## config.mk

```make
export PLATFORM = sky130hd
export DESIGN_NAME = vector_distance_similarity_top
export DESIGN_NICKNAME = d
export VERILOG_FILES = /design/src/vds_pkg.sv /design/src/vds_accum.sv /design/src/vds_finish.sv /design/src/vector_distance_similarity_top.sv
export SDC_FILE = /design/constraint.sdc
export NUM_CORES = 2
export LEC_CHECK = 0
export ABC_AREA = 1
export ABC_CLOCK_PERIOD_IN_PS = 14100
export BUFFER_PORTS_ARGS = -buffer_cell sky130_fd_sc_hd__buf_4
export CAP_MARGIN = 20
export CORE_MARGIN = 4
export CORE_UTILIZATION = 29
export DETAILED_ROUTE_END_ITERATION = 10
export GPL_ROUTABILITY_DRIVEN = 1
export SLEW_MARGIN = 5
export SYNTH_ARGS = -nofsm -noshare
export SYNTH_HDL_FRONTEND = slang
export SYNTH_SLANG_ARGS = --single-unit
```

## constraint.sdc

```tcl
create_clock -name clock -period 14.1 [get_ports clock]
set_input_delay 1.41 -clock clock [delete_from_list [all_inputs] [get_ports clock]]
set_output_delay 1.41 -clock clock [all_outputs]
set_load 0.02 [all_outputs]
```

## src/vds_pkg.sv

```systemverilog
// ----------------------------------------------------------------------------
// vds_pkg
// Widths, metric codes and the control structs shared by the distance engine.
// ----------------------------------------------------------------------------
`default_nettype none

package vds_pkg;

   localparam int ELEM_W = 16;
   localparam int MODE_W = 2;
   localparam int DIST_W = 26;
   localparam int SIM_W  = 18;
   localparam int MAIN_W = 48;
   localparam int SQ_W   = 41;
   localparam int ALU_W  = 84;
   localparam int ROOT_W = 42;

   localparam logic [MODE_W-1:0] MODE_NORM      = 2'd0;
   localparam logic [MODE_W-1:0] MODE_EUCLIDEAN = 2'd1;
   localparam logic [MODE_W-1:0] MODE_MANHATTAN = 2'd2;
   localparam logic [MODE_W-1:0] MODE_COSINE    = 2'd3;

   localparam logic [SQ_W-1:0]   SQ_MAX   = {SQ_W{1'b1}};
   localparam logic [DIST_W-1:0] DIST_MAX = {DIST_W{1'b1}};
   localparam logic [16:0]       ONE_Q16  = 17'h10000;

   typedef struct packed {
      logic              start;
      logic [MODE_W-1:0] mode;
   } fin_req_type;

   typedef struct packed {
      logic              done;
      logic [DIST_W-1:0] distance;
      logic [SIM_W-1:0]  similarity;
      logic              zero_norm;
   } fin_rsp_type;

endpackage

`default_nettype wire

```

## src/vds_accum.sv

```systemverilog
// ----------------------------------------------------------------------------
// vds_accum
// Element accumulator: one shared 17x17 multiplier forms a*a, b*b and each product term.
// ----------------------------------------------------------------------------
`default_nettype none

module vds_accum #(
   parameter int ELEM_BITS = 16
) (
   input  wire logic                              clock,
   input  wire logic                              reset,
   input  wire logic                              start,
   input  wire logic                              clear,
   input  wire logic [vds_pkg::MODE_W-1:0]        mode,
   input  wire logic signed [vds_pkg::ELEM_W-1:0] elem_a,
   input  wire logic signed [vds_pkg::ELEM_W-1:0] elem_b,
   output logic                                   done,
   output logic signed [vds_pkg::MAIN_W-1:0]      main_sum,
   output logic [vds_pkg::SQ_W-1:0]               square_sum_a,
   output logic [vds_pkg::SQ_W-1:0]               square_sum_b
);

   localparam int EB = (ELEM_BITS < 16) ? ELEM_BITS : 16;

   logic signed [16:0] a_ff, b_ff, a_in, b_in, diff, abs_diff, mul_x, mul_y;
   logic signed [33:0] prod_ff, prod_in;
   logic [vds_pkg::MODE_W-1:0] mode_ff, mode_in;
   logic [1:0] step_ff, step_in;
   logic busy_ff, busy_in, done_ff, done_in;
   logic signed [vds_pkg::MAIN_W-1:0] main_ff, main_in;
   logic [vds_pkg::SQ_W-1:0] sqa_ff, sqa_in, sqb_ff, sqb_in;
   logic [vds_pkg::SQ_W:0] sq_sum;
   logic [vds_pkg::MAIN_W:0] main_add;

   assign diff     = a_ff - b_ff;
   assign abs_diff = diff[16] ? -diff : diff;

   always_comb begin
      mul_x = a_ff;
      mul_y = a_ff;
      case (step_ff)
         2'd1: begin
            mul_x = b_ff;
            mul_y = b_ff;
         end
         2'd2: begin
            mul_x = (mode_ff == vds_pkg::MODE_EUCLIDEAN) ? diff : a_ff;
            mul_y = (mode_ff == vds_pkg::MODE_EUCLIDEAN) ? diff : b_ff;
         end
         default: begin
            mul_x = a_ff;
            mul_y = a_ff;
         end
      endcase
   end

   assign sq_sum   = {1'b0, (step_ff == 2'd1) ? sqa_ff : sqb_ff} + {8'b0, prod_ff[33:0]};
   assign main_add = {main_ff[vds_pkg::MAIN_W-1], main_ff} + {{15{prod_ff[33]}}, prod_ff};

   always_comb begin
      a_in    = a_ff;
      b_in    = b_ff;
      mode_in = mode_ff;
      step_in = step_ff;
      busy_in = busy_ff;
      done_in = 1'b0;
      prod_in = prod_ff;
      main_in = main_ff;
      sqa_in  = sqa_ff;
      sqb_in  = sqb_ff;
      if (start) begin
         a_in    = {{(17 - EB){elem_a[EB-1]}}, elem_a[EB-1:0]};
         b_in    = {{(17 - EB){elem_b[EB-1]}}, elem_b[EB-1:0]};
         mode_in = mode;
         step_in = 2'd0;
         busy_in = 1'b1;
      end else if (busy_ff) begin
         step_in = step_ff + 2'd1;
         if (step_ff == 2'd2 && mode_ff == vds_pkg::MODE_MANHATTAN) begin
            prod_in = {17'b0, abs_diff};
         end else begin
            prod_in = mul_x * mul_y;
         end
         case (step_ff)
            2'd1: sqa_in = sq_sum[vds_pkg::SQ_W] ? vds_pkg::SQ_MAX : sq_sum[vds_pkg::SQ_W-1:0];
            2'd2: sqb_in = sq_sum[vds_pkg::SQ_W] ? vds_pkg::SQ_MAX : sq_sum[vds_pkg::SQ_W-1:0];
            2'd3: begin
               // Saturate when the two top bits of the sum disagree.
               if (main_add[vds_pkg::MAIN_W] != main_add[vds_pkg::MAIN_W-1]) begin
                  main_in = main_add[vds_pkg::MAIN_W] ?
                            {1'b1, {(vds_pkg::MAIN_W-1){1'b0}}} :
                            {1'b0, {(vds_pkg::MAIN_W-1){1'b1}}};
               end else begin
                  main_in = main_add[vds_pkg::MAIN_W-1:0];
               end
               busy_in = 1'b0;
               done_in = 1'b1;
            end
            default: ;
         endcase
      end
      if (clear) begin
         main_in = '0;
         sqa_in  = '0;
         sqb_in  = '0;
      end
   end

   always_ff @(posedge clock) begin
      a_ff    <= a_in;
      b_ff    <= b_in;
      mode_ff <= mode_in;
      step_ff <= step_in;
      prod_ff <= prod_in;
      if (reset) begin
         busy_ff <= 1'b0;
         done_ff <= 1'b0;
         main_ff <= '0;
         sqa_ff  <= '0;
         sqb_ff  <= '0;
      end else begin
         busy_ff <= busy_in;
         done_ff <= done_in;
         main_ff <= main_in;
         sqa_ff  <= sqa_in;
         sqb_ff  <= sqb_in;
      end
   end

   assign done         = done_ff;
   assign main_sum     = main_ff;
   assign square_sum_a = sqa_ff;
   assign square_sum_b = sqb_ff;

endmodule

`default_nettype wire

```

## src/vds_finish.sv

```systemverilog
// ----------------------------------------------------------------------------
// vds_finish
// Result unit: one shared add/subtract datapath runs shift-add multiply,
// digit-by-digit square root and restoring division under a small sequencer.
// ----------------------------------------------------------------------------
`default_nettype none

module vds_finish (
   input  wire logic                              clock,
   input  wire logic                              reset,
   input  wire vds_pkg::fin_req_type              fin_req,
   input  wire logic signed [vds_pkg::MAIN_W-1:0] main_sum,
   input  wire logic [vds_pkg::SQ_W-1:0]          square_sum_a,
   input  wire logic [vds_pkg::SQ_W-1:0]          square_sum_b,
   output vds_pkg::fin_rsp_type                   fin_rsp
);

   localparam int AW = vds_pkg::ALU_W;
   localparam int RW = vds_pkg::ROOT_W;

   typedef enum logic [3:0] {
      F_IDLE = 4'b0001,
      F_MUL  = 4'b0010,
      F_SQRT = 4'b0100,
      F_DIV  = 4'b1000
   } fstate_type;

   fstate_type state_ff, state_in;
   logic [AW-1:0] acc_ff, acc_in, rad_ff, rad_in, op_a, op_b;
   logic [AW:0] alu_sum;
   logic alu_sub, alu_ok, sticky_ff, sticky_in, neg_ff, neg_in, q_big;
   logic [RW-1:0] root_ff, root_in, den_ff, den_in, root_next;
   logic [vds_pkg::MAIN_W-1:0] mag_ff, mag_in;
   logic [5:0] cnt_ff, cnt_in;
   logic [vds_pkg::MODE_W-1:0] mode_ff, mode_in;
   logic done_ff, done_in, zn_ff, zn_in;
   logic [vds_pkg::DIST_W-1:0] dist_ff, dist_in;
   logic [vds_pkg::SIM_W-1:0] sim_ff, sim_in;
   logic [16:0] q_clamp;
   logic main_pos;

   // The one shared adder; subtraction reports no borrow through the carry.
   always_comb begin
      op_a    = {acc_ff[AW-2:0], rad_ff[AW-1]};
      op_b    = '0;
      alu_sub = 1'b1;
      case (state_ff)
         F_MUL: begin
            op_a    = {acc_ff[AW-2:0], 1'b0};
            op_b    = rad_ff[AW-1] ? {{(AW - RW){1'b0}}, den_ff} : '0;
            alu_sub = 1'b0;
         end
         F_SQRT: begin
            op_a = {acc_ff[AW-3:0], rad_ff[AW-1:AW-2]};
            op_b = {{(AW - RW - 2){1'b0}}, root_ff, 2'b01};
         end
         F_DIV: begin
            op_b = {{(AW - RW){1'b0}}, den_ff};
         end
         default: ;
      endcase
   end

   assign alu_sum   = {1'b0, op_a} + {1'b0, alu_sub ? ~op_b : op_b} + {{AW{1'b0}}, alu_sub};
   assign alu_ok    = alu_sum[AW];
   assign root_next = {root_ff[RW-2:0], alu_ok};
   assign main_pos  = !main_sum[vds_pkg::MAIN_W-1] && (main_sum != '0);
   assign q_big     = sticky_ff || root_ff[RW-1] || (root_next > RW'(vds_pkg::ONE_Q16));
   assign q_clamp   = q_big ? vds_pkg::ONE_Q16 : root_next[16:0];

   always_comb begin
      state_in  = state_ff;
      acc_in    = acc_ff;
      rad_in    = rad_ff;
      root_in   = root_ff;
      den_in    = den_ff;
      mag_in    = mag_ff;
      neg_in    = neg_ff;
      sticky_in = sticky_ff;
      cnt_in    = cnt_ff - 6'd1;
      mode_in   = mode_ff;
      done_in   = 1'b0;
      zn_in     = zn_ff;
      dist_in   = dist_ff;
      sim_in    = sim_ff;
      case (state_ff)
         F_IDLE: begin
            cnt_in = cnt_ff;
            if (fin_req.start) begin
               mode_in = fin_req.mode;
               acc_in  = '0;
               root_in = '0;
               zn_in   = 1'b0;
               dist_in = '0;
               sim_in  = '0;
               neg_in  = main_sum[vds_pkg::MAIN_W-1];
               mag_in  = main_sum[vds_pkg::MAIN_W-1] ? -main_sum : main_sum;
               case (fin_req.mode)
                  vds_pkg::MODE_NORM: begin
                     rad_in   = {7'b0, square_sum_a, 36'b0};
                     cnt_in   = 6'd23;
                     state_in = F_SQRT;
                  end
                  vds_pkg::MODE_EUCLIDEAN: begin
                     rad_in = {main_sum, 36'b0};
                     cnt_in = 6'd23;
                     if (main_pos) begin
                        state_in = F_SQRT;
                     end else begin
                        done_in = 1'b1;
                     end
                  end
                  vds_pkg::MODE_MANHATTAN: begin
                     if (main_pos) begin
                        dist_in = (main_sum > {22'b0, vds_pkg::DIST_MAX}) ?
                                  vds_pkg::DIST_MAX : main_sum[vds_pkg::DIST_W-1:0];
                     end
                     done_in = 1'b1;
                  end
                  default: begin
                     rad_in   = {square_sum_a, 43'b0};
                     den_in   = {1'b0, square_sum_b};
                     cnt_in   = 6'd40;
                     state_in = F_MUL;
                  end
               endcase
            end
         end
         F_MUL: begin
            acc_in = alu_sum[AW-1:0];
            rad_in = {rad_ff[AW-2:0], 1'b0};
            if (cnt_ff == '0) begin
               // The product now becomes the radicand of the root.
               rad_in   = alu_sum[AW-1:0];
               acc_in   = '0;
               root_in  = '0;
               cnt_in   = 6'd41;
               state_in = F_SQRT;
            end
         end
         F_SQRT: begin
            acc_in  = alu_ok ? alu_sum[AW-1:0] : op_a;
            root_in = root_next;
            rad_in  = {rad_ff[AW-3:0], 2'b00};
            if (cnt_ff == '0) begin
               if (mode_ff != vds_pkg::MODE_COSINE) begin
                  dist_in  = root_next[vds_pkg::DIST_W-1:0];
                  done_in  = 1'b1;
                  state_in = F_IDLE;
               end else if (root_next == '0) begin
                  zn_in    = 1'b1;
                  done_in  = 1'b1;
                  state_in = F_IDLE;
               end else begin
                  den_in    = root_next;
                  rad_in    = {mag_ff, 16'b0, 20'b0};
                  acc_in    = '0;
                  root_in   = '0;
                  sticky_in = 1'b0;
                  cnt_in    = 6'd63;
                  state_in  = F_DIV;
               end
            end
         end
         F_DIV: begin
            acc_in    = alu_ok ? alu_sum[AW-1:0] : op_a;
            root_in   = root_next;
            sticky_in = sticky_ff | root_ff[RW-1];
            rad_in    = {rad_ff[AW-2:0], 1'b0};
            if (cnt_ff == '0) begin
               sim_in   = neg_ff ? -{1'b0, q_clamp} : {1'b0, q_clamp};
               done_in  = 1'b1;
               state_in = F_IDLE;
            end
         end
         default: state_in = F_IDLE;
      endcase
   end

   always_ff @(posedge clock) begin
      acc_ff    <= acc_in;
      rad_ff    <= rad_in;
      root_ff   <= root_in;
      den_ff    <= den_in;
      mag_ff    <= mag_in;
      neg_ff    <= neg_in;
      sticky_ff <= sticky_in;
      cnt_ff    <= cnt_in;
      mode_ff   <= mode_in;
      zn_ff     <= zn_in;
      dist_ff   <= dist_in;
      sim_ff    <= sim_in;
      if (reset) begin
         state_ff <= F_IDLE;
         done_ff  <= 1'b0;
      end else begin
         state_ff <= state_in;
         done_ff  <= done_in;
      end
   end

   assign fin_rsp.done       = done_ff;
   assign fin_rsp.distance   = dist_ff;
   assign fin_rsp.similarity = sim_ff;
   assign fin_rsp.zero_norm  = zn_ff;

endmodule

`default_nettype wire

```

## src/vector_distance_similarity_top.sv

```systemverilog
// ----------------------------------------------------------------------------
// vector_distance_similarity_top
// Norm, Euclidean, Manhattan and cosine measures over streamed element pairs.
// ----------------------------------------------------------------------------
//  channel  direction  handshake          payload
//  req_     in         valid / stall      elem_a, elem_b, last_elem
//  rsp_     out        valid / stall      distance, similarity, zero_norm
//  csr_     in         valid / ready      metric_mode
//
// Each element request runs through the load, the multiplier's three passes,
// the final sum update and the return to idle before the next is accepted.
// A result then goes through the finish unit: Manhattan needs no iteration, a
// root runs its digit steps, and cosine runs multiply, root and divide steps on
// the one adder. Reset is synchronous and clears all sums.
// A result waiting for the output register blocks the next request; one held
// in the output register under output stall does not.
`default_nettype none

module vector_distance_similarity_top #(
   parameter int MAX_ELEMENTS = 1024,
   parameter int ELEM_BITS    = 16
) (
   input  wire logic                              clock,
   input  wire logic                              reset,
   input  wire logic                              req_valid,
   output logic                                   req_stall,
   input  wire logic signed [vds_pkg::ELEM_W-1:0] req_elem_a,
   input  wire logic signed [vds_pkg::ELEM_W-1:0] req_elem_b,
   input  wire logic                              req_last_elem,
   output logic                                   rsp_valid,
   input  wire logic                              rsp_stall,
   output logic [vds_pkg::DIST_W-1:0]             rsp_distance,
   output logic signed [vds_pkg::SIM_W-1:0]       rsp_similarity,
   output logic                                   rsp_zero_norm,
   input  wire logic                              csr_valid,
   output logic                                   csr_ready,
   input  wire logic [vds_pkg::MODE_W-1:0]        csr_metric_mode
);

   localparam int CNT_W = $clog2(MAX_ELEMENTS + 1);

   typedef enum logic [3:0] {
      S_IDLE   = 4'b0001,
      S_ACCUM  = 4'b0010,
      S_FINISH = 4'b0100,
      S_WAIT   = 4'b1000
   } state_type;

   state_type state_ff, state_in;
   logic [vds_pkg::MODE_W-1:0] mode_ff, mode_in;
   logic [CNT_W-1:0] cnt_ff, cnt_in, cnt_next;
   logic last_ff, last_in, accept, acc_done, acc_clear, out_free, load;
   logic rsp_valid_ff, rsp_valid_in;
   logic [vds_pkg::DIST_W-1:0] dist_ff, dist_in;
   logic [vds_pkg::SIM_W-1:0] sim_ff, sim_in;
   logic zn_ff, zn_in;
   logic signed [vds_pkg::MAIN_W-1:0] main_sum;
   logic [vds_pkg::SQ_W-1:0] sqa, sqb;
   vds_pkg::fin_req_type fin_req;
   vds_pkg::fin_rsp_type fin_rsp;

   assign req_stall = (state_ff != S_IDLE);
   assign accept    = req_valid && !req_stall;
   assign csr_ready = 1'b1;
   assign cnt_next  = cnt_ff + CNT_W'(1);
   assign out_free  = !rsp_valid_ff || !rsp_stall;
   assign load      = (state_ff == S_WAIT) && out_free;

   assign fin_req.start = (state_ff == S_ACCUM) && acc_done && last_ff;
   assign fin_req.mode  = mode_ff;
   assign acc_clear     = fin_req.start;

   vds_accum #(
      .ELEM_BITS(ELEM_BITS)
   ) u_accum (
      .clock        (clock),
      .reset        (reset),
      .start        (accept),
      .clear        (acc_clear),
      .mode         (mode_ff),
      .elem_a       (req_elem_a),
      .elem_b       (req_elem_b),
      .done         (acc_done),
      .main_sum     (main_sum),
      .square_sum_a (sqa),
      .square_sum_b (sqb)
   );

   vds_finish u_finish (
      .clock        (clock),
      .reset        (reset),
      .fin_req      (fin_req),
      .main_sum     (main_sum),
      .square_sum_a (sqa),
      .square_sum_b (sqb),
      .fin_rsp      (fin_rsp)
   );

   always_comb begin
      state_in     = state_ff;
      mode_in      = mode_ff;
      cnt_in       = cnt_ff;
      last_in      = last_ff;
      rsp_valid_in = rsp_valid_ff && rsp_stall;
      dist_in      = dist_ff;
      sim_in       = sim_ff;
      zn_in        = zn_ff;
      if (csr_valid && csr_ready) begin
         mode_in = csr_metric_mode;
      end
      case (state_ff)
         S_IDLE: begin
            if (accept) begin
               // A full vector closes the request even without the mark.
               last_in  = req_last_elem || (cnt_next >= CNT_W'(MAX_ELEMENTS));
               cnt_in   = last_in ? '0 : cnt_next;
               state_in = S_ACCUM;
            end
         end
         S_ACCUM: begin
            if (acc_done) begin
               state_in = last_ff ? S_FINISH : S_IDLE;
            end
         end
         S_FINISH: begin
            if (fin_rsp.done) begin
               state_in = S_WAIT;
            end
         end
         S_WAIT: begin
            if (out_free) begin
               rsp_valid_in = 1'b1;
               dist_in      = fin_rsp.distance;
               sim_in       = fin_rsp.similarity;
               zn_in        = fin_rsp.zero_norm;
               state_in     = S_IDLE;
            end
         end
         default: state_in = S_IDLE;
      endcase
   end

   always_ff @(posedge clock) begin
      last_ff <= last_in;
      dist_ff <= dist_in;
      sim_ff  <= sim_in;
      zn_ff   <= zn_in;
      if (reset) begin
         state_ff     <= S_IDLE;
         mode_ff      <= vds_pkg::MODE_NORM;
         cnt_ff       <= '0;
         rsp_valid_ff <= 1'b0;
      end else begin
         state_ff     <= state_in;
         mode_ff      <= mode_in;
         cnt_ff       <= cnt_in;
         rsp_valid_ff <= rsp_valid_in;
      end
   end

   assign rsp_valid      = rsp_valid_ff;
   assign rsp_distance   = dist_ff;
   assign rsp_similarity = sim_ff;
   assign rsp_zero_norm  = zn_ff;

   a_start_after_accum: assert property (@(posedge clock) disable iff (reset)
      fin_req.start |=> (state_ff == S_FINISH))
      else $error("finish unit started outside the accumulate step");

   a_no_overwrite: assert property (@(posedge clock) disable iff (reset)
      load |-> !(rsp_valid_ff && rsp_stall))
      else $error("pending result overwritten");

   a_zero_norm_sim: assert property (@(posedge clock) disable iff (reset)
      (rsp_valid && rsp_zero_norm) |-> (rsp_similarity == '0 && rsp_distance == '0))
      else $error("zero norm result carries a value");

   a_stall_while_busy: assert property (@(posedge clock) disable iff (reset)
      (accept && last_in) |=> req_stall ##1 req_stall)
      else $error("request taken while a vector is being finished");

endmodule

`default_nettype wire

```

==> flow_metrics.tcl <==
set metrics [dict create \
    status "completed" \
    postLayoutCellArea_um2 60650 \
    drt_first_pass_iters 7 \
    antenna_found_initial 6 \
    cp.arrival_ns 9.85 \
    cts_tree "built" \
    skew_ns 0.08081 \
    worst-r2r-setup-slack_ns 4.76 \
    routed_wl_um 200700 \
    start_util_pct 29.12 \
    synth_fa_ha_area_share_pct 17.36 \
    ant_nets 0 \
    synth_ff_type "edfxtp_1" \
    routabilityCongestion 1.024 \
    hold_buffers 0 \
    min_period_over_period_pct 66.27 \
    synth_warnings 0 \
    syn_avg_cell_area_um2 7.548 \
    clk_path_buf_depth 3 \
    routed_via_density 5.105 \
    dp_hpwl_um 159300 \
    hold_violations 0 \
    rr_worst_depth 33 \
    track_usage_pct 19.88 \
    clock_sinks 625 \
    synth_compound_area_share_pct 17.07 \
    placed_area_um2 58050 \
    fmax_mhz 107.0 \
    placementRows 159 \
    synthMuxAreaShare_pct 0.01832 \
    design.core.area_um2 187600 \
    postCtsSetupBuffers 0 \
    rsz0062_at_grt "false" \
    synth_top_family_by_area "simple AND/OR/NAND/NOR gates" \
    crit_top_cell "fa_1" \
    rr_startpoint "u_accum.b_ff[0]$_DFFE_PP_" \
    synth_nets 7857 \
    r2r_end "u_accum.prod_ff[33]$_SDFFCE_PP0P_" \
    critical-path-top-delay-family "adder cells" \
    synth_area_um2 54640 \
    grt_pass1_vias 49872 \
    routedWlPerCell_um 20.49 \
    cts_resized 0 \
    fin_tns_setup_ns 0 \
    synthXorXnorAreaFrac_pct 4.088 \
    port_buffers 86 \
    worstSetupPathType "reg2reg" \
    grt_max_degree 117 \
    syn2layout_area_growth_pct 11.01 \
    slew_viol_final 0 \
    crit_slowest_cell "fa_1" \
    numCtsBuffers 74 \
    drc_errors 0 \
    die_y_um 442.1 \
    maxCapViolCount 0 \
    async_flop_share_pct 0 \
    hold_path_end "rsp_distance[4]$_DFFE_PP_" \
    relSlewSlack_pct 17.27 \
    die_area_um2 195400 \
    hp-class "reg2reg" \
    tightestPinTransition_ns 1.241 \
    final_cell_mix "nand2_1 (1,389), inv_1 (1,183), nor2_1 (866)" \
    grt_first_pass_wirelength_um 303000 \
    path_buf_inv 6 \
    synth-seq-cells 625 \
    synth_edf_count 468 \
    via_count 50001 \
    cts_max_level 3 \
    cp.required_ns 14.60 \
    io_pins 88 \
    setup_viol 0 \
    cp-start-kind "flip-flop" \
    ys_types 69 \
    min_from "u_finish.dist_ff[4]$_DFFE_PP_" \
    final_util_pct 32.33 \
    final_common_cell "nand2_1" \
    grt-ovfl-total 0 \
    die_w_um 442.1 \
    crit_path_start "u_accum.b_ff[0]$_DFFE_PP_" \
    fin_crit_ns 9.345 \
    first_iter_violations 4907 \
    nNetsFinal 7853 \
    end_kind "flip-flop" \
    cpPeakStageDelay_ns 0.57 \
    clk_latency_ns 0.73 \
    critical_path.max_fanout 9 \
    min_path_cells 0 \
    cts-root-buf "clkbuf_16" \
    ys_seq_area_share_pct 31.47 \
    drive_gt1_share_pct 5.221 \
    syn_inst 7239 \
    clkTransAtPathRegs_ns 0.06 \
    synth-simple-area-share_pct 19.84 \
]
==> worst max path at each step <==
stage | to | depth (start not counted)
6_report | u_accum.prod_ff[33]$_SDFFCE_PP0P_ | 33
5_1_grt | u_accum.prod_ff[33]$_SDFFCE_PP0P_ | 33
4_1_cts | u_accum.prod_ff[33]$_SDFFCE_PP0P_ | 33
3_5_place_dp | u_accum.prod_ff[33]$_SDFFCE_PP0P_ | 33
3_3_place_gp | u_accum.prod_ff[33]$_SDFFCE_PP0P_ | 34
2_1_floorplan | u_accum.prod_ff[33]$_SDFFCE_PP0P_ | 35
==> cell type report <==
type | instances | area, um2
Antenna cell | 3 | 7.507
Clock buffer | 93 | 1973
Clock inverter | 45 | 541.8
Fill cell | 19958 | 126900
Inverter | 1212 | 4558
Multi-Input combinational cell | 5165 | 32020
Sequential cell | 625 | 17200
Tap cell | 2495 | 3122
Timing Repair Buffer | 157 | 1232
==> flip-flops by register name (all words and copies together), names as in the netlist, 34 cells and up <==
name and cells:
u_accum.square_sum_b 41, u_finish.rad_ff 84, u_accum.square_sum_a 41, u_finish.root_ff 42, u_finish.acc_ff 83, u_finish.den_ff 42
u_accum.main_sum 48, u_accum.prod_ff 34, u_finish.mag_ff 48
==> metal layers <==
| layer | vias up | routed length [um] | track usage [%] |
|---|---|---|---|
| met4 | 4 | 10070 | 8.558 |
| met2 | 1800 | 94360 | 33.55 |
| li1 | 23732 | - | - |
| met5 | - | 24 | 0 |
| met3 | 435 | 11770 | 2.847 |
| met1 | 24030 | 84510 | 25.33 |
==> stage by stage <==
step	hold slack [ns]	instances	setup WS, ns
detailed placement	0.4054	9650	4.949
CTS	0.4191	9788	4.854
finish	0.4179	9795	4.755
global placement	0.4054	9649	4.978
global route	0.4228	9792	4.289
floorplan	0.4003	7239	6.348
==> kinds of logic (layout without fill, tap and decap cells) <==
logic type	after synthesis	count (layout)
compound gates	1661	1661
xor+xnor	255	255
fa+ha+maj	578	578
buf+inv	1449	1507
flops	625	625
mux	1	1
other cells	1	4
simple gates	2669	2669
==> synthesized netlist by cell type (16+ instances only) <==
| library cell | n | share of area, % |
|---|---|---|
| nor2_1 | 873 | 6.0 |
| nand4_1 | 44 | 0.50 |
| buf_1 | 16 | 0.11 |
| nor4_1 | 34 | 0.39 |
| ha_1 | 278 | 6.4 |
| o21ai_0 | 585 | 5.4 |
| o211ai_1 | 53 | 0.73 |
| a21boi_0 | 17 | 0.23 |
| or2_2 | 32 | 0.37 |
| o221ai_1 | 19 | 0.30 |
| xnor2_1 | 69 | 1.1 |
| o31ai_1 | 35 | 0.48 |
| o21bai_1 | 22 | 0.30 |
| o21ai_1 | 48 | 0.44 |
| clkbuf_1 | 185 | 1.3 |
| a31oi_1 | 82 | 0.94 |
| inv_1 | 1186 | 8.1 |
| a21oi_1 | 595 | 5.5 |
| o21a_1 | 46 | 0.63 |
| nor3_1 | 69 | 0.63 |
| a211oi_1 | 37 | 0.51 |
| dfxtp_1 | 157 | 5.8 |
| a21o_1 | 36 | 0.49 |
| buf_2 | 22 | 0.20 |
| o22ai_1 | 40 | 0.46 |
| nand2_1 | 1390 | 9.5 |
| nand3_1 | 174 | 1.6 |
| xor2_1 | 186 | 3.0 |
| fa_1 | 300 | 11 |
| edfxtp_1 | 468 | 26 |
Power is left out: the tool's default activity adds up to more than one toggle a clock period on the data nets, which glitch-free logic cannot reach.
